<file path="config.mk">
export PLATFORM = sky130hd
export DESIGN_NAME = nmd_cell
export DESIGN_NICKNAME = d
export VERILOG_FILES = /design/src/nmd_pkg.sv /design/src/nmd_cell.sv
export SDC_FILE = /design/constraint.sdc
export NUM_CORES = 1
export LEC_CHECK = 0
export CORE_MARGIN = 1.5
export CORE_UTILIZATION = 50
export CTS_CLUSTER_DIAMETER = 50
export DETAILED_ROUTE_END_ITERATION = 8
export DONT_BUFFER_PORTS = 1
export PLACE_DENSITY = 0.76
export SYNTH_ARGS = -nofsm -noshare
export SYNTH_HDL_FRONTEND = slang
export SYNTH_SLANG_ARGS = --single-unit
export TNS_END_PERCENT = 1
</file>
<file path="constraint.sdc">
create_clock -name clk -period 1.5 [get_ports clk]
set_input_delay 0.15 -clock clk [delete_from_list [all_inputs] [get_ports clk]]
set_output_delay 0.15 -clock clk [all_outputs]
set_load 0.01 [all_outputs]
</file>
<file path="src/nmd_pkg.sv">
`timescale 1ns / 1ps
// ----------------------------------------------------------------------------
// nmd_pkg
// Shared widths, register codes and pipeline record types of the normal map
// diffuse shader.
// ----------------------------------------------------------------------------
package nmd_pkg;

	localparam int LIGHT_FRAC_BITS = 14;
	localparam int LIGHT_W = 16;
	localparam int N_W     = 10;              // decoded normal, -255..255
	localparam int MUL_W   = N_W + LIGHT_W;   // one dot-product term
	localparam int D_W     = MUL_W + 2;       // sum of three terms
	localparam int DMAG_W  = 25;              // |d| <= 3*255*32768 < 2**25
	localparam int DD_W    = 2 * DMAG_W;
	localparam int SQ_W    = 16;
	localparam int S_W     = 18;
	localparam int Q_W     = 18;              // intensity bits searched
	localparam int QS_W    = Q_W + S_W;
	localparam int CAND_W  = 58;
	localparam int BIT_W   = 5;
	localparam int SCL_W   = 8 + Q_W;
	localparam int ADDR_W  = 4;

	typedef enum logic [1:0] {
		REG_LIGHT_X = 2'd0,
		REG_LIGHT_Y = 2'd1,
		REG_LIGHT_Z = 2'd2
	} nmd_reg_t;

	typedef struct packed {
		logic [7:0] normal_red;
		logic [7:0] normal_green;
		logic [7:0] normal_blue;
		logic [7:0] base_red;
		logic [7:0] base_green;
		logic [7:0] base_blue;
	} nmd_pix_t;

	typedef struct packed {
		logic              valid;
		logic [DD_W-1:0]   dd;
		logic [S_W-1:0]    s;
		logic [Q_W-1:0]    q;
		logic [DD_W-1:0]   p;    // q*q*s
		logic [QS_W-1:0]   qs;   // q*s
		logic [7:0]        base_red;
		logic [7:0]        base_green;
		logic [7:0]        base_blue;
	} nmd_cell_t;

endpackage

</file>
<file path="src/nmd_cell.sv">
`timescale 1ns / 1ps
// ----------------------------------------------------------------------------
// nmd_cell
// One bit of the intensity search: try the bit, keep it when
// (q + 2^b)^2 * s still fits under d^2, and update q*s and q*q*s by shifts.
// ----------------------------------------------------------------------------
module nmd_cell
	import nmd_pkg::*;
(
	input  logic             clk,
	input  logic             arst_n,
	input  logic             en,
	input  logic [BIT_W-1:0] bit_idx,
	input  nmd_cell_t        in_cell,
	output nmd_cell_t        out_cell
);

	logic [CAND_W-1:0] cand;
	logic              take;
	logic              vld_q;
	nmd_cell_t         nxt;
	nmd_cell_t         cell_q;

	assign cand = CAND_W'(in_cell.p)
		+ (CAND_W'(in_cell.qs) << (bit_idx + BIT_W'(1)))
		+ (CAND_W'(in_cell.s) << {bit_idx, 1'b0});
	assign take = cand <= CAND_W'(in_cell.dd);

	always_comb begin
		nxt = in_cell;
		if (take) begin
			nxt.q  = in_cell.q | (Q_W'(1) << bit_idx);
			nxt.p  = DD_W'(cand);
			nxt.qs = in_cell.qs + (QS_W'(in_cell.s) << bit_idx);
		end
	end

	always_ff @(posedge clk or negedge arst_n) begin
		if (!arst_n) begin
			vld_q <= 1'b0;
		end else if (en) begin
			vld_q <= in_cell.valid;
		end
	end

	always_ff @(posedge clk) begin
		if (en) begin
			cell_q <= nxt;
		end
	end

	always_comb begin
		out_cell       = cell_q;
		out_cell.valid = vld_q;
	end

endmodule

</file>
==> out/metrics.cfg <==
[outcome]
outcome=finished, violations left
violations=negative hold slack, negative setup slack

[clocking]
cts_root_buf=clkbuf_16
cts_tree=done
htreeDepth=4
clk_latency_ns=0.49
cts_sinks=197
clk_pin_slew_ns=0.08
cts_buffers=17
cts_buffer_depth=2

[sta]
fmax_mhz=136
layout_setup_ws_ns=-5.84
rsz0062_at_grt=true
period_needed_ns=7.34
finClkSkew_ns=0
finalCritPeriodShare=4.90
hold_viol=57
setup_tns_ns=-597.19
hold_ws_ns=-0.211
setup_viol=104
tightest_slew_ns=0.778
slew_headroom=0.476
maxSlewViolCount=0

[yosys]
synth-xor-area-share=0.0394
synth_nets=2500
synth_compound_area_frac=0.183
synth_fa_ha_area_frac=0.155
synth_top_family_by_area=compound AO/OA/AOI/OAI gates
synthMuxAreaShare=0.119
yosys_warnings=0
ys_async_sr_fraction=0.00508
yosys.area_share.simple=0.139
ys.flop_type=edfxtp_1
syn_area_per_cell_um2=9.15
synthDistinctLibCells=70
ys_seq_area_frac=0.309
synth-seq-cells=197
syn_area_mm2=0.0191
synth_edf_count=196
synthCells=2089

[layout]
syn_to_final_growth_pct=45.9
drive_gt1_frac=0.326
final_core_util=0.741
fin_area_mm2=0.0279
fin_nets=3273

[pwr]
leakagePower_nw=12.8
ir_drop_mv=0.998
power.density_mw_per_mm2=1130

[critical_path]
worstPathArrival_ns=7.58
slowest_stage=fa_1
rr_endpoint=vld_q$_DFFE_PN0P_
critPathRequiredTime_ns=1.74
cp_common_cell=buf_4
rrSetupSlack_ns=0.08
max_stage_delay_ns=0.51
start_kind=input port
end_kind=flop
r2r_cells=2
critical_path_peak_fanout=89
timing.rr.start=vld_q$_DFFE_PN0P_
worstSetupPathType=in2reg

[place]
place_area_mm2=0.0243
numPortBuffers=0
hpwl_um=57500
place_ws_ns=-6.85
gp_congestion=1.02

[global_route]
grt_pass1_vias=20400
grt_first_pass_wirelength_um=117000
grt_overflow=0
antenna_found_initial=8
track_usage=0.395
grt_max_degree=198

[detailed_routing]
routed-via-count=20200
ant_nets=0
drt_iter0_markers=1911
routed_via_density=5.95
wl_per_cell_um=23.3
drc=0
drtPass1Iterations=6
wl_um=78900

[worst_hold_path]
hold_path.class=in2reg
hp-start=en
holdPathEnd=out_cell[54]$_DFFE_PP_
hold_path_depth=0

[floorplan]
core_area_mm2=0.0377
io_pins=402
rows=71
die_area_mm2=0.0394
die_h_um=199
start_util=0.508
chipWidth_um=199

[run]
drv_cap=0

## critical path, delay by kind of cell
family                     cells  cell delay [ns]
AOI/OAI and AO/OA              7             1.50
xor gates and xnor gates       1             0.31
muxes                          2             0.49
adders and majority gates      4             1.39
and+or+nand+nor               10             2.42
buffers and inverters          8             1.26
## how the worst max path moves through the flow
stage,cells past startpoint,endpoint,slack (ns),startpoint
2_1_floorplan,39,out_cell[58]$_DFFE_PP_,-6.10,bit_idx[1]
3_3_place_gp,33,out_cell[24]$_DFFE_PP_,-6.75,bit_idx[0]
3_5_place_dp,33,out_cell[27]$_DFFE_PP_,-6.85,bit_idx[0]
4_1_cts,34,out_cell[85]$_DFFE_PP_,-5.69,bit_idx[0]
5_1_grt,34,out_cell[88]$_DFFE_PP_,-6.09,bit_idx[0]
6_report,32,out_cell[87]$_DFFE_PP_,-5.84,bit_idx[0]
## through the flow
stage	total power [mW]	instances
2_1_floorplan	16.4	2089
3_3_place_gp	24.0	3125
3_5_place_dp	24.4	3125
4_1_cts	30.3	3379
5_1_grt	33.1	3390
6_report	31.6	3391
## state kept, by name, summed over array words and instances (netlist names)
| register | cells |
|---|---|
| out_cell | 196 |
| vld_q | 1 |
## layout by cell type, fill, tap and decap left out, types with 21 or more instances in the layout
cell type and n:
a21o_1 62, a21oi_1 146, a21oi_2 27, and2_1 26, buf_4 636, dlygate4sd3_1 200, edfxtp_1 196, fa_1 52
ha_1 144, inv_1 155, mux2_1 22, mux2_2 51, mux2_4 30, mux2i_1 61, nand2_1 204, nand3_1 21
nand4_1 31, nor2_1 159, nor2b_1 23, nor3_1 24, o21ai_0 111, o22ai_1 22, xnor2_1 55, xor2_1 26
## layer usage
layer | GRT usage | share of wire | vias to the layer above | wire length, um
li1 | - | - | 9138 | -
met1 | 0.460 | 0.38 | 9584 | 30300
met2 | 0.672 | 0.47 | 1167 | 37500
met3 | 0.0878 | 0.081 | 284 | 6380
met4 | 0.226 | 0.060 | 6 | 4750
met5 | 0 | 0.00052 | - | 41
## where the power goes
part           switching (mW)  total [mW]  internal (mW)
sequential              0.494        7.18           6.68
combinational            9.73        19.6           9.91
clock                    2.42        4.79           2.37
## timing repair
item	CTS	global route
pin swaps	24	18
gates resized for setup	97	63
hold endpoints to repair	393	197
cloned	4	2
setup buffers	19	4
setup endpoints to repair	104	104
hold buffers	199	1
## cell families after synthesis
logic type,after synthesis
AO/OA/AOI/OAI,561
XOR/XNOR,86
adder cells (fa/ha/maj),206
buffers and inverters,265
flip-flops,197
multiplexers,194
AND/OR/NAND/NOR,580
## final cells by class
type	instances	area, um2
multi-input cells	1627	12900
diodes	5	12.5
repair buffers	855	7150
fillers	2709	9770
repair inverters	1	7.51
inverters	163	631
well taps	511	639
clock buffers	17	425
flip-flops and latches	197	5910
clock inverters	15	170
## Yosys cell counts, types with 29 or more instances
master / number / area [um2]
inv_1: 158 / 593
nor2_1: 163 / 612
o21ai_0: 128 / 641
a21o_1: 62 / 465
xnor2_1: 60 / 526
nand4_1: 31 / 194
nor3_1: 29 / 145
fa_1: 52 / 1040
nand2_1: 208 / 781
ha_1: 154 / 1930
edfxtp_1: 196 / 5890
clkbuf_1: 68 / 255
a21oi_1: 175 / 876
mux2_1: 50 / 563
mux2_2: 53 / 597
mux2i_1: 75 / 751
(Power assumes the default switching activity.)
