$ cat config.mk
export PLATFORM = sky130hd
export DESIGN_NAME = nmd_back
export DESIGN_NICKNAME = d
export VERILOG_FILES = /design/src/nmd_pkg.sv /design/src/nmd_back.sv
export SDC_FILE = /design/constraint.sdc
export NUM_CORES = 1
export LEC_CHECK = 0
export BUFFER_PORTS_ARGS = -buffer_cell sky130_fd_sc_hd__buf_2
export CORE_ASPECT_RATIO = 2
export CORE_MARGIN = 3
export CORE_UTILIZATION = 66
export CTS_BUF_LIST = sky130_fd_sc_hd__clkbuf_4 sky130_fd_sc_hd__clkbuf_8
export CTS_CLUSTER_SIZE = 25
export DETAILED_ROUTE_END_ITERATION = 8
export GPL_ROUTABILITY_DRIVEN = 0
export GPL_TIMING_DRIVEN = 0
export PLACE_DENSITY = 0.91
export SLEW_MARGIN = 20
export SYNTH_ARGS = -nofsm -noshare
export SYNTH_HDL_FRONTEND = slang
export SYNTH_SLANG_ARGS = --single-unit
$ cat constraint.sdc
create_clock -name clk -period 3.28 [get_ports clk]
set_input_delay 0 -clock clk [delete_from_list [all_inputs] [get_ports clk]]
set_output_delay 0 -clock clk [all_outputs]
set_load 0.005 [all_outputs]
$ cat src/nmd_pkg.sv
`timescale 1ns / 1ps
// ----------------------------------------------------------------------------
// nmd_pkg
// Shared widths, register codes and pipeline record types of the normal map
// diffuse shader.
// ----------------------------------------------------------------------------
package nmd_pkg;

	localparam int LIGHT_FRAC_BITS = 14;
	localparam int LIGHT_W = 16;
	localparam int N_W     = 10;              // decoded normal, -255..255
	localparam int MUL_W   = N_W + LIGHT_W;   // one dot-product term
	localparam int D_W     = MUL_W + 2;       // sum of three terms
	localparam int DMAG_W  = 25;              // |d| <= 3*255*32768 < 2**25
	localparam int DD_W    = 2 * DMAG_W;
	localparam int SQ_W    = 16;
	localparam int S_W     = 18;
	localparam int Q_W     = 18;              // intensity bits searched
	localparam int QS_W    = Q_W + S_W;
	localparam int CAND_W  = 58;
	localparam int BIT_W   = 5;
	localparam int SCL_W   = 8 + Q_W;
	localparam int ADDR_W  = 4;

	typedef enum logic [1:0] {
		REG_LIGHT_X = 2'd0,
		REG_LIGHT_Y = 2'd1,
		REG_LIGHT_Z = 2'd2
	} nmd_reg_t;

	typedef struct packed {
		logic [7:0] normal_red;
		logic [7:0] normal_green;
		logic [7:0] normal_blue;
		logic [7:0] base_red;
		logic [7:0] base_green;
		logic [7:0] base_blue;
	} nmd_pix_t;

	typedef struct packed {
		logic              valid;
		logic [DD_W-1:0]   dd;
		logic [S_W-1:0]    s;
		logic [Q_W-1:0]    q;
		logic [DD_W-1:0]   p;    // q*q*s
		logic [QS_W-1:0]   qs;   // q*s
		logic [7:0]        base_red;
		logic [7:0]        base_green;
		logic [7:0]        base_blue;
	} nmd_cell_t;

endpackage

$ cat src/nmd_back.sv
`timescale 1ns / 1ps
// ----------------------------------------------------------------------------
// nmd_back
// Scale the base colour by the intensity, truncate and saturate.
// ----------------------------------------------------------------------------
module nmd_back
	import nmd_pkg::*;
(
	input  logic        clk,
	input  logic        arst_n,
	input  logic        en,
	input  nmd_cell_t   in_cell,
	output logic        out_valid,
	output logic [7:0]  out_red,
	output logic [7:0]  out_green,
	output logic [7:0]  out_blue
);

	logic             vld_s1, vld_q;
	logic [SCL_W-1:0] pr_s1, pg_s1, pb_s1;
	logic [7:0]       r_q, g_q, b_q;

	function automatic logic [7:0] sat(input logic [SCL_W-1:0] p);
		logic [SCL_W-LIGHT_FRAC_BITS-1:0] v;
		v = p[SCL_W-1:LIGHT_FRAC_BITS];
		return (v > 255) ? 8'hFF : v[7:0];
	endfunction

	always_ff @(posedge clk or negedge arst_n) begin
		if (!arst_n) begin
			vld_s1 <= 1'b0;
			vld_q  <= 1'b0;
		end else if (en) begin
			vld_s1 <= in_cell.valid;
			vld_q  <= vld_s1;
		end
	end

	always_ff @(posedge clk) begin
		if (en) begin
			pr_s1 <= SCL_W'(in_cell.base_red) * SCL_W'(in_cell.q);
			pg_s1 <= SCL_W'(in_cell.base_green) * SCL_W'(in_cell.q);
			pb_s1 <= SCL_W'(in_cell.base_blue) * SCL_W'(in_cell.q);
			r_q   <= sat(pr_s1);
			g_q   <= sat(pg_s1);
			b_q   <= sat(pb_s1);
		end
	end

	assign out_valid = vld_q;
	assign out_red   = r_q;
	assign out_green = g_q;
	assign out_blue  = b_q;

endmodule

==> results of run 1 <==
[through the flow]
step	util, %	TNS [ns]	hold WS, ns
2_1_floorplan	-	-18.25	-0.2956
3_3_place_gp	74.19	-46.05	-0.2145
3_5_place_dp	74.27	-48.29	-0.2034
4_1_cts	86.66	-19.74	0.1919
[routing by layer]
layer | overflow | track usage (%)
met5 | 0 | 17.29
met4 | 37 | 77.38
met3 | 3 | 52.54
met2 | 43 | 88.26
met1 | 2 | 66.00
[cell families after synthesis]
family,synth area share [%]
xor gates and xnor gates,1.922
AOI/OAI and AO/OA,6.347
muxes,0.1497
buffers and inverters,9.392
DFF,12.31
and+or+nand+nor,21.21
adders and majority gates,48.66
[what timing repair did]
action	in CTS
buffers inserted	118
hold buffers	3
resized for setup	339
pin swaps	122
hold endpoints to repair	3
setup endpoints to repair	36
gates cloned	6
==> impl_metrics.tcl, run 1 <==
set metrics [dict create \
    io_pins 225 \
    netlist_instances 1564 \
    synth_top_area_share_pct 37.93 \
    flow.stopped_at "global routing (5_1_grt)" \
    async_flop_share_pct 3.226 \
    start_util_pct 67.58 \
    dpl_cell_area_sq_um 16530 \
    grt_remaining_overflow 85 \
    grt_start_max_net_pins 63 \
    port_buffers 70 \
    dp_slack_ns -1.590 \
    error "[ERROR GRT-0232] Routing congestion too high. Check the congestion heatmap in the GUI." \
    ys_top_cells_by_area "fa_1 38%, and2_1 15%, edfxtp_1 12%, ha_1 11%, inv_1 7.8%" \
    status "aborted with a tool error" \
    cts_root_buf "clkbuf_8" \
    synth_area_sq_um 15040 \
    placed_cells 1911 \
    cts_buffer_depth 2 \
    cts_max_level 3 \
    cts_num_sinks 62 \
    synth_most_common_cell "and2_1" \
    synth_cell_types 63 \
    synth_enable_flop_cells 60 \
    synth_seq_cells 62 \
    synth-seq-area-share_pct 12.31 \
    worstEndpointType "register input" \
    syn-num-nets 2178 \
    yosysTopAreaCell "fa_1" \
    synth_warnings 0 \
    synthTopCellsByCount "360 x and2_1, 313 x inv_1, 285 x fa_1, 129 x ha_1, 71 x nand2_1" \
    dieHeight_um 219.5 \
    grt-worst-endpoint "pg_s1[24]$_DFFE_PP_/D" \
    track_usage_pct 70.03 \
    syn_avg_cell_area_sq_um 9.617 \
    die_w_um 112.7 \
    hpwl_um 32760 \
    numCtsBuffers 9 \
    synth_ff_type "edfxtp_1" \
    num_rows 77 \
]
==> run 2: changes to the inputs <==
Settings changed: CORE_ASPECT_RATIO 2 to default, CORE_UTILIZATION 66 to 40, CTS_BUF_LIST sky130_fd_sc_hd__clkbuf_4 sky130_fd_sc_hd__clkbuf_8 to default, CTS_CLUSTER_SIZE 25 to default, PLACE_DENSITY 0.91 to default, PLACE_DENSITY_LB_ADDON from default to 0.15.
==> impl_metrics.tcl, run 2 <==
set metrics [dict create \
    status "complete, but fails checks" \
    violations "negative setup slack" \
    nFillCells 3244 \
    met1_length_um 18880 \
    r2r_end "out_blue[1]$_SDFFCE_PN1P_" \
    fin_crit_ns 4.079 \
    min_to "vld_s1$_DFFE_PN0P_" \
    end_kind "register" \
    routed_wl_um 43270 \
    worstPathRequired_ns 3.39 \
    synth_ff_type "edfxtp_1" \
    dpl_cell_area_sq_um 16840 \
    top_layer "met4" \
    cts_num_sinks 62 \
    area_growth_pct 33.28 \
    finish.utilization_pct 54.37 \
    numCtsBuffers 9 \
    synth_warnings 0 \
    fin_hold_ws_ns 0.4252 \
    synth_enable_flop_cells 60 \
    worstMarginPinSlew_ns 0.7780 \
    hpwl_um 32500 \
    reg2reg_from "pb_s1[25]$_DFFE_PP_" \
    fin_skew_ns 0.006742 \
    die_w_um 199.9 \
    top_regs "pb_s1 (12), pg_s1 (12), pr_s1 (12)" \
    ys_top_cells_by_area "fa_1 38%, and2_1 15%, edfxtp_1 12%, ha_1 11%, inv_1 7.8%" \
    synth-seq-area-share_pct 12.31 \
    hold_depth 3 \
    synth_top_area_share_pct 37.93 \
    num_antenna_cells 0 \
    seqPwrFrac_pct 10.5 \
    fin_cells 2288 \
    critPathArrivalTime_ns 4.19 \
    p_sw_mw 6.287 \
    synth_cell_types 63 \
    powerDensity_nw_per_um2 696.7 \
    synth_area_sq_um 15040 \
    met2_length_um 20950 \
    start_util_pct 40.79 \
    grt_start_max_net_pins 51 \
    setup_ws_ns -0.7987 \
    track_usage_pct 22.52 \
    grt_pass1_wl_um 68630 \
    crit_type "input pin to register" \
    reg2reg_depth 2 \
    cp_slowest_cell "fa_1" \
    dieHeight_um 199.9 \
    path_clk_slew_ns 0.06 \
    finalHoldViolCount 0 \
    die_area_sq_um 39960 \
    drive_gt1_share_pct 28.92 \
    netlist_instances 1564 \
    hold_start "in_cell[196]" \
    setup_tns_ns -21.01 \
    internal-power_mw 7.681 \
    io_pins 225 \
    power_frac_comb_pct 82.3 \
    holdCritPathClass "input pin to register" \
    first_global_vias 12520 \
    syn-num-nets 2178 \
    dp_slack_ns -1.764 \
    ir_drop_uv 521.4 \
    placed_cells 2139 \
    drv_slew 0 \
    max_freq_mhz 245.2 \
    design_area_sq_um 20050 \
    drv_cap 0 \
    grt_remaining_overflow 0 \
    startpoint_type "input pin" \
    rrSetupSlack_ns 1.75 \
    power_mw 13.97 \
    crit_fanout 4 \
    clkPwrFrac_pct 7.2 \
    post-route-period-util_pct 124.4 \
    grt_antenna_before_repair 0 \
    drtIter0Drc 426 \
    yosysTopAreaCell "fa_1" \
    synth_seq_cells 62 \
    wl_met3_um 1940 \
    port_buffers 70 \
    leakage_nw 9.385 \
    firstDrtPassIters 5 \
    cts_buffer_depth 2 \
    synth_most_common_cell "and2_1" \
    setup_viol 36 \
    crit_chain "buf_12 > buf_8 > buf_12 > and2_4 > fa_1 > fa_1 > fa_1 > inv_2 > fa_1 > inv_2 > ha_4 > and3_4 > or3b_4 > a311o_1 > a21oi_2 > o22ai_1 > xnor2_1" \
    relSlewSlack_pct 47.70 \
    cts_tree "built" \
    syn_avg_cell_area_sq_um 9.617 \
    cts_root_buf "clkbuf_16" \
    slowest_delay_ns 0.51 \
    num_vias 11380 \
    p_sw_share_pct 45.01 \
    final_common_cell "and2_1" \
    num_rows 70 \
    final_cell_mix "301 x and2_1, 291 x inv_1, 262 x fa_1, 95 x buf_4, 94 x ha_1" \
    routedWlPerCell_um 18.91 \
    async_flop_share_pct 3.226 \
    cpMostUsedCell "fa_1" \
    rsz0062_at_grt "true" \
    drcViolationCount 0 \
    insertion_delay_ns 0.37 \
    cts_max_level 3 \
    final_antenna_net_count 0 \
    core_sq_um 36870 \
    vias_per_cell 4.974 \
    fin_nets 2393 \
    synthTopCellsByCount "360 x and2_1, 313 x inv_1, 285 x fa_1, 129 x ha_1, 71 x nand2_1" \
]
-- run 2: cell counts after synthesis --
Identical to the previous run, type by type.
-- run 2: worst max-delay path by stage --
stage | from | endpoint | slack, ns
final | in_cell[21] | pr_s1[24]$_DFFE_PP_ | -0.80
after CTS | in_cell[118] | pg_s1[24]$_DFFE_PP_ | -0.74
after floorplan | in_cell[114] | pg_s1[24]$_DFFE_PP_ | -0.77
after global placement | in_cell[124] | pg_s1[24]$_DFFE_PP_ | -1.75
after detailed placement | in_cell[124] | pg_s1[24]$_DFFE_PP_ | -1.76
after global routing | in_cell[113] | pg_s1[22]$_DFFE_PP_ | -0.91
-- run 2: area by class of cell --
class / instances / area (sq um) / share of cell area [%]
inverter: 313 / 1175 / 5.861
buffer: 62 / 1116 / 5.567
multi-input combinational: 1126 / 13000 / 64.83
clock buffer: 9 / 225.2 / 1.123
sequential: 62 / 1852 / 9.237
timing repair buffer: 205 / 1981 / 9.880
tap: 504 / 630.6 / 3.146
clock inverter: 7 / 71.32 / 0.3558
-- run 2: repair_timing --
item	CTS	global route
buffers inserted	93	27
setup endpoints to repair	36	36
resized for setup	309	105
hold endpoints to repair	15	0
hold buffers	4	0
cloned	9	3
pin swaps	104	91
-- run 2: worst max-delay path: cells and delay by family --
family / cells / cell delay [ns]
AO/OA/AOI/OAI: 3 / 0.67
XOR/XNOR: 1 / 0.14
adder cells (fa/ha/maj): 5 / 2.29
buffers and inverters: 5 / 0.42
AND/OR/NAND/NOR: 3 / 0.66
-- run 2: power groups by stage --
stage	logic (mW)	registers [mW]	clock network, mW
after global routing	12.8	1.49	1.06
final	11.5	1.47	1.00
after floorplan	6.71	1.46	0
after global placement	8.43	1.47	0
after detailed placement	8.52	1.48	0
after CTS	10.7	1.47	1.03
-- run 2: per-layer routing --
metal / GRT usage [%] / vias up
li1: - / 5239
met5: 0 / -
met1: 29.58 / 5804
met3: 3.911 / 79
met2: 37.66 / 258
met4: 8.323 / 0
-- run 2: cells by family after synthesis --
group,synth area share (%)
XOR/XNOR,1.922
adder cells (fa/ha/maj),48.66
buffers and inverters,9.392
AO/OA/AOI/OAI,6.347
AND/OR/NAND/NOR,21.21
multiplexers,0.1497
flip-flops,12.31
Note: power is estimated with default switching activity, not from simulation.
