[src/nmd_pkg.sv]
`timescale 1ns / 1ps
// ----------------------------------------------------------------------------
// nmd_pkg
// Shared widths, register codes and pipeline record types of the normal map
// diffuse shader.
// ----------------------------------------------------------------------------
package nmd_pkg;

	localparam int LIGHT_FRAC_BITS = 14;
	localparam int LIGHT_W = 16;
	localparam int N_W     = 10;              // decoded normal, -255..255
	localparam int MUL_W   = N_W + LIGHT_W;   // one dot-product term
	localparam int D_W     = MUL_W + 2;       // sum of three terms
	localparam int DMAG_W  = 25;              // |d| <= 3*255*32768 < 2**25
	localparam int DD_W    = 2 * DMAG_W;
	localparam int SQ_W    = 16;
	localparam int S_W     = 18;
	localparam int Q_W     = 18;              // intensity bits searched
	localparam int QS_W    = Q_W + S_W;
	localparam int CAND_W  = 58;
	localparam int BIT_W   = 5;
	localparam int SCL_W   = 8 + Q_W;
	localparam int ADDR_W  = 4;

	typedef enum logic [1:0] {
		REG_LIGHT_X = 2'd0,
		REG_LIGHT_Y = 2'd1,
		REG_LIGHT_Z = 2'd2
	} nmd_reg_t;

	typedef struct packed {
		logic [7:0] normal_red;
		logic [7:0] normal_green;
		logic [7:0] normal_blue;
		logic [7:0] base_red;
		logic [7:0] base_green;
		logic [7:0] base_blue;
	} nmd_pix_t;

	typedef struct packed {
		logic              valid;
		logic [DD_W-1:0]   dd;
		logic [S_W-1:0]    s;
		logic [Q_W-1:0]    q;
		logic [DD_W-1:0]   p;    // q*q*s
		logic [QS_W-1:0]   qs;   // q*s
		logic [7:0]        base_red;
		logic [7:0]        base_green;
		logic [7:0]        base_blue;
	} nmd_cell_t;

endpackage

[src/nmd_front.sv]
`timescale 1ns / 1ps
// ----------------------------------------------------------------------------
// nmd_front
// Decode the normal, form the dot product, the squared length and the
// squared dot product over four stages.
// ----------------------------------------------------------------------------
module nmd_front
	import nmd_pkg::*;
(
	input  logic                      clk,
	input  logic                      arst_n,
	input  logic                      en,
	input  logic                      in_valid,
	input  nmd_pix_t                  in_pix,
	input  logic signed [LIGHT_W-1:0] light_x,
	input  logic signed [LIGHT_W-1:0] light_y,
	input  logic signed [LIGHT_W-1:0] light_z,
	output nmd_cell_t                 out_cell
);

	logic                    vld_s1, vld_s2, vld_s3, vld_s4;
	logic signed [N_W-1:0]   nx_s1, ny_s1, nz_s1;
	logic [23:0]             base_s1, base_s2, base_s3, base_s4;
	logic signed [MUL_W-1:0] mx_s2, my_s2, mz_s2;
	logic [SQ_W-1:0]         qx_s2, qy_s2, qz_s2;
	logic signed [D_W-1:0]   d_s3;
	logic [S_W-1:0]          s_s3, s_s4;
	logic [DD_W-1:0]         dd_s4;

	function automatic logic signed [N_W-1:0] decode(input logic [7:0] c);
		return $signed({1'b0, c, 1'b0}) - N_W'(255);
	endfunction

	always_ff @(posedge clk or negedge arst_n) begin
		if (!arst_n) begin
			vld_s1 <= 1'b0;
			vld_s2 <= 1'b0;
			vld_s3 <= 1'b0;
			vld_s4 <= 1'b0;
		end else if (en) begin
			vld_s1 <= in_valid;
			vld_s2 <= vld_s1;
			vld_s3 <= vld_s2;
			vld_s4 <= vld_s3;
		end
	end

	always_ff @(posedge clk) begin
		if (en) begin
			nx_s1   <= decode(in_pix.normal_red);
			ny_s1   <= decode(in_pix.normal_green);
			nz_s1   <= decode(in_pix.normal_blue);
			base_s1 <= {in_pix.base_red, in_pix.base_green, in_pix.base_blue};

			mx_s2   <= MUL_W'(nx_s1 * light_x);
			my_s2   <= MUL_W'(ny_s1 * light_y);
			mz_s2   <= MUL_W'(nz_s1 * light_z);
			qx_s2   <= SQ_W'(nx_s1 * nx_s1);
			qy_s2   <= SQ_W'(ny_s1 * ny_s1);
			qz_s2   <= SQ_W'(nz_s1 * nz_s1);
			base_s2 <= base_s1;

			d_s3    <= D_W'(mx_s2) + D_W'(my_s2) + D_W'(mz_s2);
			s_s3    <= S_W'(qx_s2) + S_W'(qy_s2) + S_W'(qz_s2);
			base_s3 <= base_s2;

			// facing away: zero target keeps every search bit clear
			dd_s4   <= (d_s3 > 0) ? d_s3[DMAG_W-1:0] * d_s3[DMAG_W-1:0] : '0;
			s_s4    <= s_s3;
			base_s4 <= base_s3;
		end
	end

	always_comb begin
		out_cell            = '0;
		out_cell.valid      = vld_s4;
		out_cell.dd         = dd_s4;
		out_cell.s          = s_s4;
		out_cell.base_red   = base_s4[23:16];
		out_cell.base_green = base_s4[15:8];
		out_cell.base_blue  = base_s4[7:0];
	end

endmodule

[config.mk]
export PLATFORM = sky130hd
export DESIGN_NAME = nmd_front
export DESIGN_NICKNAME = d
export VERILOG_FILES = /design/src/nmd_pkg.sv /design/src/nmd_front.sv
export SDC_FILE = /design/constraint.sdc
export NUM_CORES = 2
export LEC_CHECK = 0
export BUFFER_PORTS_ARGS = -buffer_cell sky130_fd_sc_hd__buf_4
export CAP_MARGIN = 20
export CORE_MARGIN = 2
export CORE_UTILIZATION = 40
export DETAILED_ROUTE_END_ITERATION = 7
export HOLD_SLACK_MARGIN = 0.02
export PLACE_DENSITY = 0.59
export SLEW_MARGIN = 20
export SYNTH_ARGS = -nofsm -noshare
export SYNTH_HDL_FRONTEND = slang
export SYNTH_SLANG_ARGS = --single-unit
[constraint.sdc]
create_clock -name clk -period 14.45 [get_ports clk]
set_input_delay 1.445 -clock clk [delete_from_list [all_inputs] [get_ports clk]]
set_output_delay 1.445 -clock clk [all_outputs]
set_load 0.005 [all_outputs]
==> impl_metrics.prom <==
# TYPE chip_impl_metric gauge
chip_impl_info{name="outcome",value="finished, final reports clean"} 1
chip_impl_metric{name="detailedRoute.firstPassIterationCount",unit=""} 5
chip_impl_metric{name="fin_crit_sh",unit=""} 0.599
chip_impl_metric{name="ys_ff_latch",unit=""} 353
chip_impl_metric{name="cts.reportedPaths.clkPinSlew",unit="ps"} 70
chip_impl_info{name="path_class",value="reg2reg"} 1
chip_impl_metric{name="grt_max_degree",unit=""} 153
chip_impl_metric{name="slowest_delay",unit="ps"} 890
chip_impl_metric{name="start_util",unit=""} 0.403
chip_impl_metric{name="post_cts.repair.setup_buffers",unit=""} 0
chip_impl_metric{name="final_nets",unit=""} 7415
chip_impl_info{name="worstHoldPathType",value="reg2reg"} 1
chip_impl_metric{name="place_ws",unit="ps"} 5810
chip_impl_info{name="cp-startpoint",value="d_s3[6]$_DFFE_PP_"} 1
chip_impl_info{name="cells_along_the_critical_path",value="clkinv_1 -> nor2_1 -> inv_1 -> fa_1 -> inv_1 -> fa_1 -> inv_1 -> fa_1 -> fa_1 -> fa_1 -> inv_1 -> fa_1 -> fa_1 -> ha_1 -> a211oi_1 -> a311oi_1 -> o211a_1 -> a41oi_1 -> nor4b_1 -> nor3b_1 -> o21ai_0 -> mux2_2"} 1
chip_impl_metric{name="cts_hold_buf",unit=""} 0
chip_impl_metric{name="post_drt_wl_per_cell",unit="um"} 17.1
chip_impl_info{name="cts_root_buffer",value="sky130_fd_sc_hd__clkbuf_16"} 1
chip_impl_metric{name="maxClockFrequency",unit="GHz"} 0.115
chip_impl_info{name="tritoncts",value="yes"} 1
chip_impl_metric{name="grtUsageTotal",unit=""} 0.183
chip_impl_metric{name="grt_antenna_before_repair",unit=""} 2
chip_impl_info{name="crit_slowest_cell",value="sky130_fd_sc_hd__edfxtp_1"} 1
chip_impl_metric{name="ctsLongestPathBuffers",unit=""} 3
chip_impl_metric{name="maxSlewHeadroom",unit=""} 0.246
chip_impl_metric{name="count_of_filler_cells_inserted_in_the_layout",unit=""} 13568
chip_impl_metric{name="r2r_setup_slack",unit="ps"} 5790
chip_impl_metric{name="h-tree-depth",unit=""} 2
chip_impl_info{name="top_cell_by_count_worst_path",value="sky130_fd_sc_hd__fa_1"} 1
chip_impl_metric{name="fp.dieW",unit="um"} 381
chip_impl_metric{name="worst-path-buf-inv",unit=""} 5
chip_impl_metric{name="synth_seq_area_share",unit=""} 0.186
chip_impl_metric{name="postCtsResizedCells",unit=""} 0
chip_impl_metric{name="place_hpwl",unit="mm"} 104
chip_impl_metric{name="ant_nets",unit=""} 0
chip_impl_metric{name="num_vias",unit=""} 36749
chip_impl_metric{name="cp_num_cells",unit=""} 22
chip_impl_metric{name="synth_edf_count",unit=""} 349
chip_impl_metric{name="maxCapViolations",unit=""} 0
chip_impl_info{name="reg2reg_to",value="dd_s4[43]$_SDFFCE_PP0P_"} 1
chip_impl_metric{name="synth-warning-count",unit=""} 0
chip_impl_metric{name="first_global_vias",unit=""} 39902
chip_impl_metric{name="syn_to_layout_area_delta",unit="%"} 8.12
chip_impl_metric{name="post-route-drc-count",unit=""} 0
chip_impl_metric{name="core",unit="sq um"} 141000
chip_impl_info{name="path_delay_family",value="adder cells"} 1
chip_impl_metric{name="setup-violations-final",unit=""} 0
chip_impl_metric{name="syn-instance-count",unit=""} 5565
chip_impl_metric{name="io-pin-count",unit=""} 297
chip_impl_metric{name="clock_latency",unit="ps"} 640
chip_impl_info{name="crit_path_end_kind",value="flip-flop"} 1
chip_impl_metric{name="async_flop_share",unit=""} 0.0113
chip_impl_metric{name="globalRouteOverflowTotal",unit=""} 0
chip_impl_metric{name="final_layout_size_suffix_gt1_frac",unit=""} 0.0588
chip_impl_metric{name="finalWorstSetupSlack",unit="ps"} 5790
chip_impl_metric{name="vias_per_cell",unit=""} 4.83
chip_impl_metric{name="timing_max_transition_violations_final",unit=""} 0
chip_impl_metric{name="placement_rows",unit=""} 138
chip_impl_metric{name="synth_area",unit="sq um"} 57000
chip_impl_metric{name="full_die_area",unit="sq um"} 145000
chip_impl_metric{name="cts-buffers-inserted",unit=""} 46
chip_impl_metric{name="max_slew.worst_pin.slew",unit="ps"} 1130
chip_impl_metric{name="clock-sinks",unit=""} 353
chip_impl_metric{name="period_minus_slack",unit="ps"} 8660
chip_impl_metric{name="timing.reg2reg.worst_path_depth",unit=""} 22
chip_impl_metric{name="postSynthAreaPerCell",unit="sq um"} 10.2
chip_impl_metric{name="grt_first_pass_wirelength",unit="mm"} 213
chip_impl_metric{name="timing.critical_path.fanout_max",unit=""} 20
chip_impl_metric{name="synth_cell_types",unit=""} 71
chip_impl_info{name="synth_flop_cell",value="sky130_fd_sc_hd__edfxtp_1"} 1
chip_impl_metric{name="hold_viol",unit=""} 0
chip_impl_metric{name="drtIter0Drc",unit=""} 1820
chip_impl_metric{name="wl",unit="mm"} 130
chip_impl_metric{name="critPathArrivalTime",unit="ps"} 9040
chip_impl_metric{name="die_height",unit="um"} 381
chip_impl_info{name="unrepaired_setup_endpoints_after_global_routing",value="no"} 1
chip_impl_info{name="regToRegStartpoint",value="d_s3[6]$_DFFE_PP_"} 1
chip_impl_metric{name="post_dp_cell_area",unit="sq um"} 60100
chip_impl_metric{name="crit_required",unit="ps"} 14830
chip_impl_metric{name="tns",unit="ps"} 0
chip_impl_metric{name="buffer_ports.inserted",unit=""} 189
chip_impl_info{name="endpoint",value="dd_s4[43]$_SDFFCE_PP0P_"} 1
chip_impl_metric{name="gp_congestion",unit=""} 0.875
chip_impl_metric{name="finish.instance_area",unit="sq um"} 61600
chip_impl_metric{name="fin_clk_skew",unit="ps"} 59.1
chip_impl_info{name="setup.worst_path.start_class",value="flip-flop"} 1
## metal layers
metal  part of all wire  global-route usage  vias up
met5            0.00019                   0        -
met4              0.027              0.0464        4
met3              0.034              0.0183      173
met2               0.52               0.332      652
met1               0.42               0.234    18851
li1                   -                   -    17069
## cell type report
cell class                      instances  area (sq um)  share of cell area
Antenna cell                            2          5.00           0.0000812
Clock buffer                           57          1210              0.0197
Clock inverter                         28           302             0.00489
Inverter                             1312          4920              0.0799
Multi-Input combinational cell       3727         40400               0.656
Sequential cell                       353         10600               0.172
Tap cell                             1890          2360              0.0384
Timing Repair Buffer                  233          1800              0.0292
## logic make-up (layout without fill, tap and decap cells)
kind of cell,after synthesis,in the layout,synth area share
adder cells (fa/ha/maj),1642,1642,0.506
AND/OR/NAND/NOR,1284,1284,0.109
buffers and inverters,1590,1630,0.112
flip-flops,353,353,0.186
multiplexers,9,9,0.00171
other,2,109,0.000132
AO/OA/AOI/OAI,449,449,0.0500
XOR/XNOR,236,236,0.0363
## stage by stage
stage	util	instances	hold WS [ps]
2_1_floorplan	-	5670	400
6_report	0.436	7602	411
3_3_place_gp	0.425	7513	400
5_1_grt	0.436	7600	415
4_1_cts	0.436	7600	412
3_5_place_dp	0.425	7515	405
## state kept, by name, summed over array words and instances (netlist names), 8 cells and up
register / count
mx_s2: 26
base_s2: 24
s_s4: 16
my_s2: 26
ny_s1: 8
qx_s2: 14
mz_s2: 26
dd_s4: 49
base_s1: 24
qy_s2: 14
base_s4: 24
d_s3: 28
base_s3: 24
qz_s2: 14
s_s3: 16
nz_s1: 8
nx_s1: 8
## cell usage after synthesis (7+ instances only)
| master | count | share of area |
|---|---|---|
| sky130_fd_sc_hd__or2_2 | 20 | 0.0022 |
| sky130_fd_sc_hd__xor2_1 | 57 | 0.0088 |
| sky130_fd_sc_hd__and3_1 | 17 | 0.0019 |
| sky130_fd_sc_hd__inv_1 | 1308 | 0.086 |
| sky130_fd_sc_hd__nand2b_1 | 62 | 0.0068 |
| sky130_fd_sc_hd__a21o_1 | 58 | 0.0076 |
| sky130_fd_sc_hd__nand4_1 | 14 | 0.0015 |
| sky130_fd_sc_hd__o21a_1 | 26 | 0.0034 |
| sky130_fd_sc_hd__and2_1 | 303 | 0.033 |
| sky130_fd_sc_hd__buf_4 | 108 | 0.014 |
| sky130_fd_sc_hd__nor3_1 | 49 | 0.0043 |
| sky130_fd_sc_hd__clkbuf_1 | 163 | 0.011 |
| sky130_fd_sc_hd__nor4_1 | 13 | 0.0014 |
| sky130_fd_sc_hd__nand2_1 | 501 | 0.033 |
| sky130_fd_sc_hd__o21ai_0 | 85 | 0.0075 |
| sky130_fd_sc_hd__xnor2_1 | 179 | 0.028 |
| sky130_fd_sc_hd__a21oi_1 | 150 | 0.013 |
| sky130_fd_sc_hd__nand3_1 | 40 | 0.0035 |
| sky130_fd_sc_hd__edfxtp_1 | 349 | 0.18 |
| sky130_fd_sc_hd__or3_1 | 20 | 0.0022 |
| sky130_fd_sc_hd__o21bai_1 | 18 | 0.0024 |
| sky130_fd_sc_hd__ha_1 | 541 | 0.12 |
| sky130_fd_sc_hd__buf_1 | 7 | 0.00046 |
| sky130_fd_sc_hd__a31oi_1 | 17 | 0.0019 |
| sky130_fd_sc_hd__fa_1 | 1101 | 0.39 |
| sky130_fd_sc_hd__a211oi_1 | 25 | 0.0033 |
| sky130_fd_sc_hd__nor2b_1 | 21 | 0.0023 |
| sky130_fd_sc_hd__nor2_1 | 204 | 0.013 |
## worst min-delay path by stage
| stage | cells past startpoint | end | from | slack, ps |
|---|---|---|---|---|
| floorplan | 0 | base_s2[0]$_DFFE_PP_ | base_s1[0]$_DFFE_PP_ | 400 |
| global placement | 0 | base_s3[13]$_DFFE_PP_ | base_s2[13]$_DFFE_PP_ | 400 |
| detailed placement | 0 | base_s4[12]$_DFFE_PP_ | base_s3[12]$_DFFE_PP_ | 400 |
| CTS | 0 | base_s2[16]$_DFFE_PP_ | base_s1[16]$_DFFE_PP_ | 410 |
| global route | 0 | base_s2[19]$_DFFE_PP_ | base_s1[19]$_DFFE_PP_ | 410 |
| finish | 0 | base_s2[0]$_DFFE_PP_ | base_s1[0]$_DFFE_PP_ | 410 |
## cell usage in the layout (no fill, tap or decap), types with 10 or more instances in the layout
cell	instances
sky130_fd_sc_hd__a31oi_1	17
sky130_fd_sc_hd__clkinv_1	10
sky130_fd_sc_hd__or2_2	20
sky130_fd_sc_hd__nor3_1	49
sky130_fd_sc_hd__o21bai_1	18
sky130_fd_sc_hd__o21ai_0	85
sky130_fd_sc_hd__nand2_1	501
sky130_fd_sc_hd__xor2_1	57
sky130_fd_sc_hd__nor2b_1	21
sky130_fd_sc_hd__fa_1	1101
sky130_fd_sc_hd__nor2_1	204
sky130_fd_sc_hd__buf_4	229
sky130_fd_sc_hd__nand4_1	14
sky130_fd_sc_hd__xnor2_1	179
sky130_fd_sc_hd__ha_1	541
sky130_fd_sc_hd__o21a_1	26
sky130_fd_sc_hd__nand3_1	40
sky130_fd_sc_hd__clkbuf_16	47
sky130_fd_sc_hd__nand2b_1	62
sky130_fd_sc_hd__nor4_1	13
sky130_fd_sc_hd__clkbuf_1	10
sky130_fd_sc_hd__edfxtp_1	349
sky130_fd_sc_hd__and3_1	17
sky130_fd_sc_hd__a21o_1	58
sky130_fd_sc_hd__or3_1	20
sky130_fd_sc_hd__and2_1	303
sky130_fd_sc_hd__conb_1	107
sky130_fd_sc_hd__a21oi_1	150
sky130_fd_sc_hd__a211oi_1	25
sky130_fd_sc_hd__inv_1	1308
Power is not shown: default switching activity piles up to over one toggle a cycle in this logic, so the estimate is an artifact.
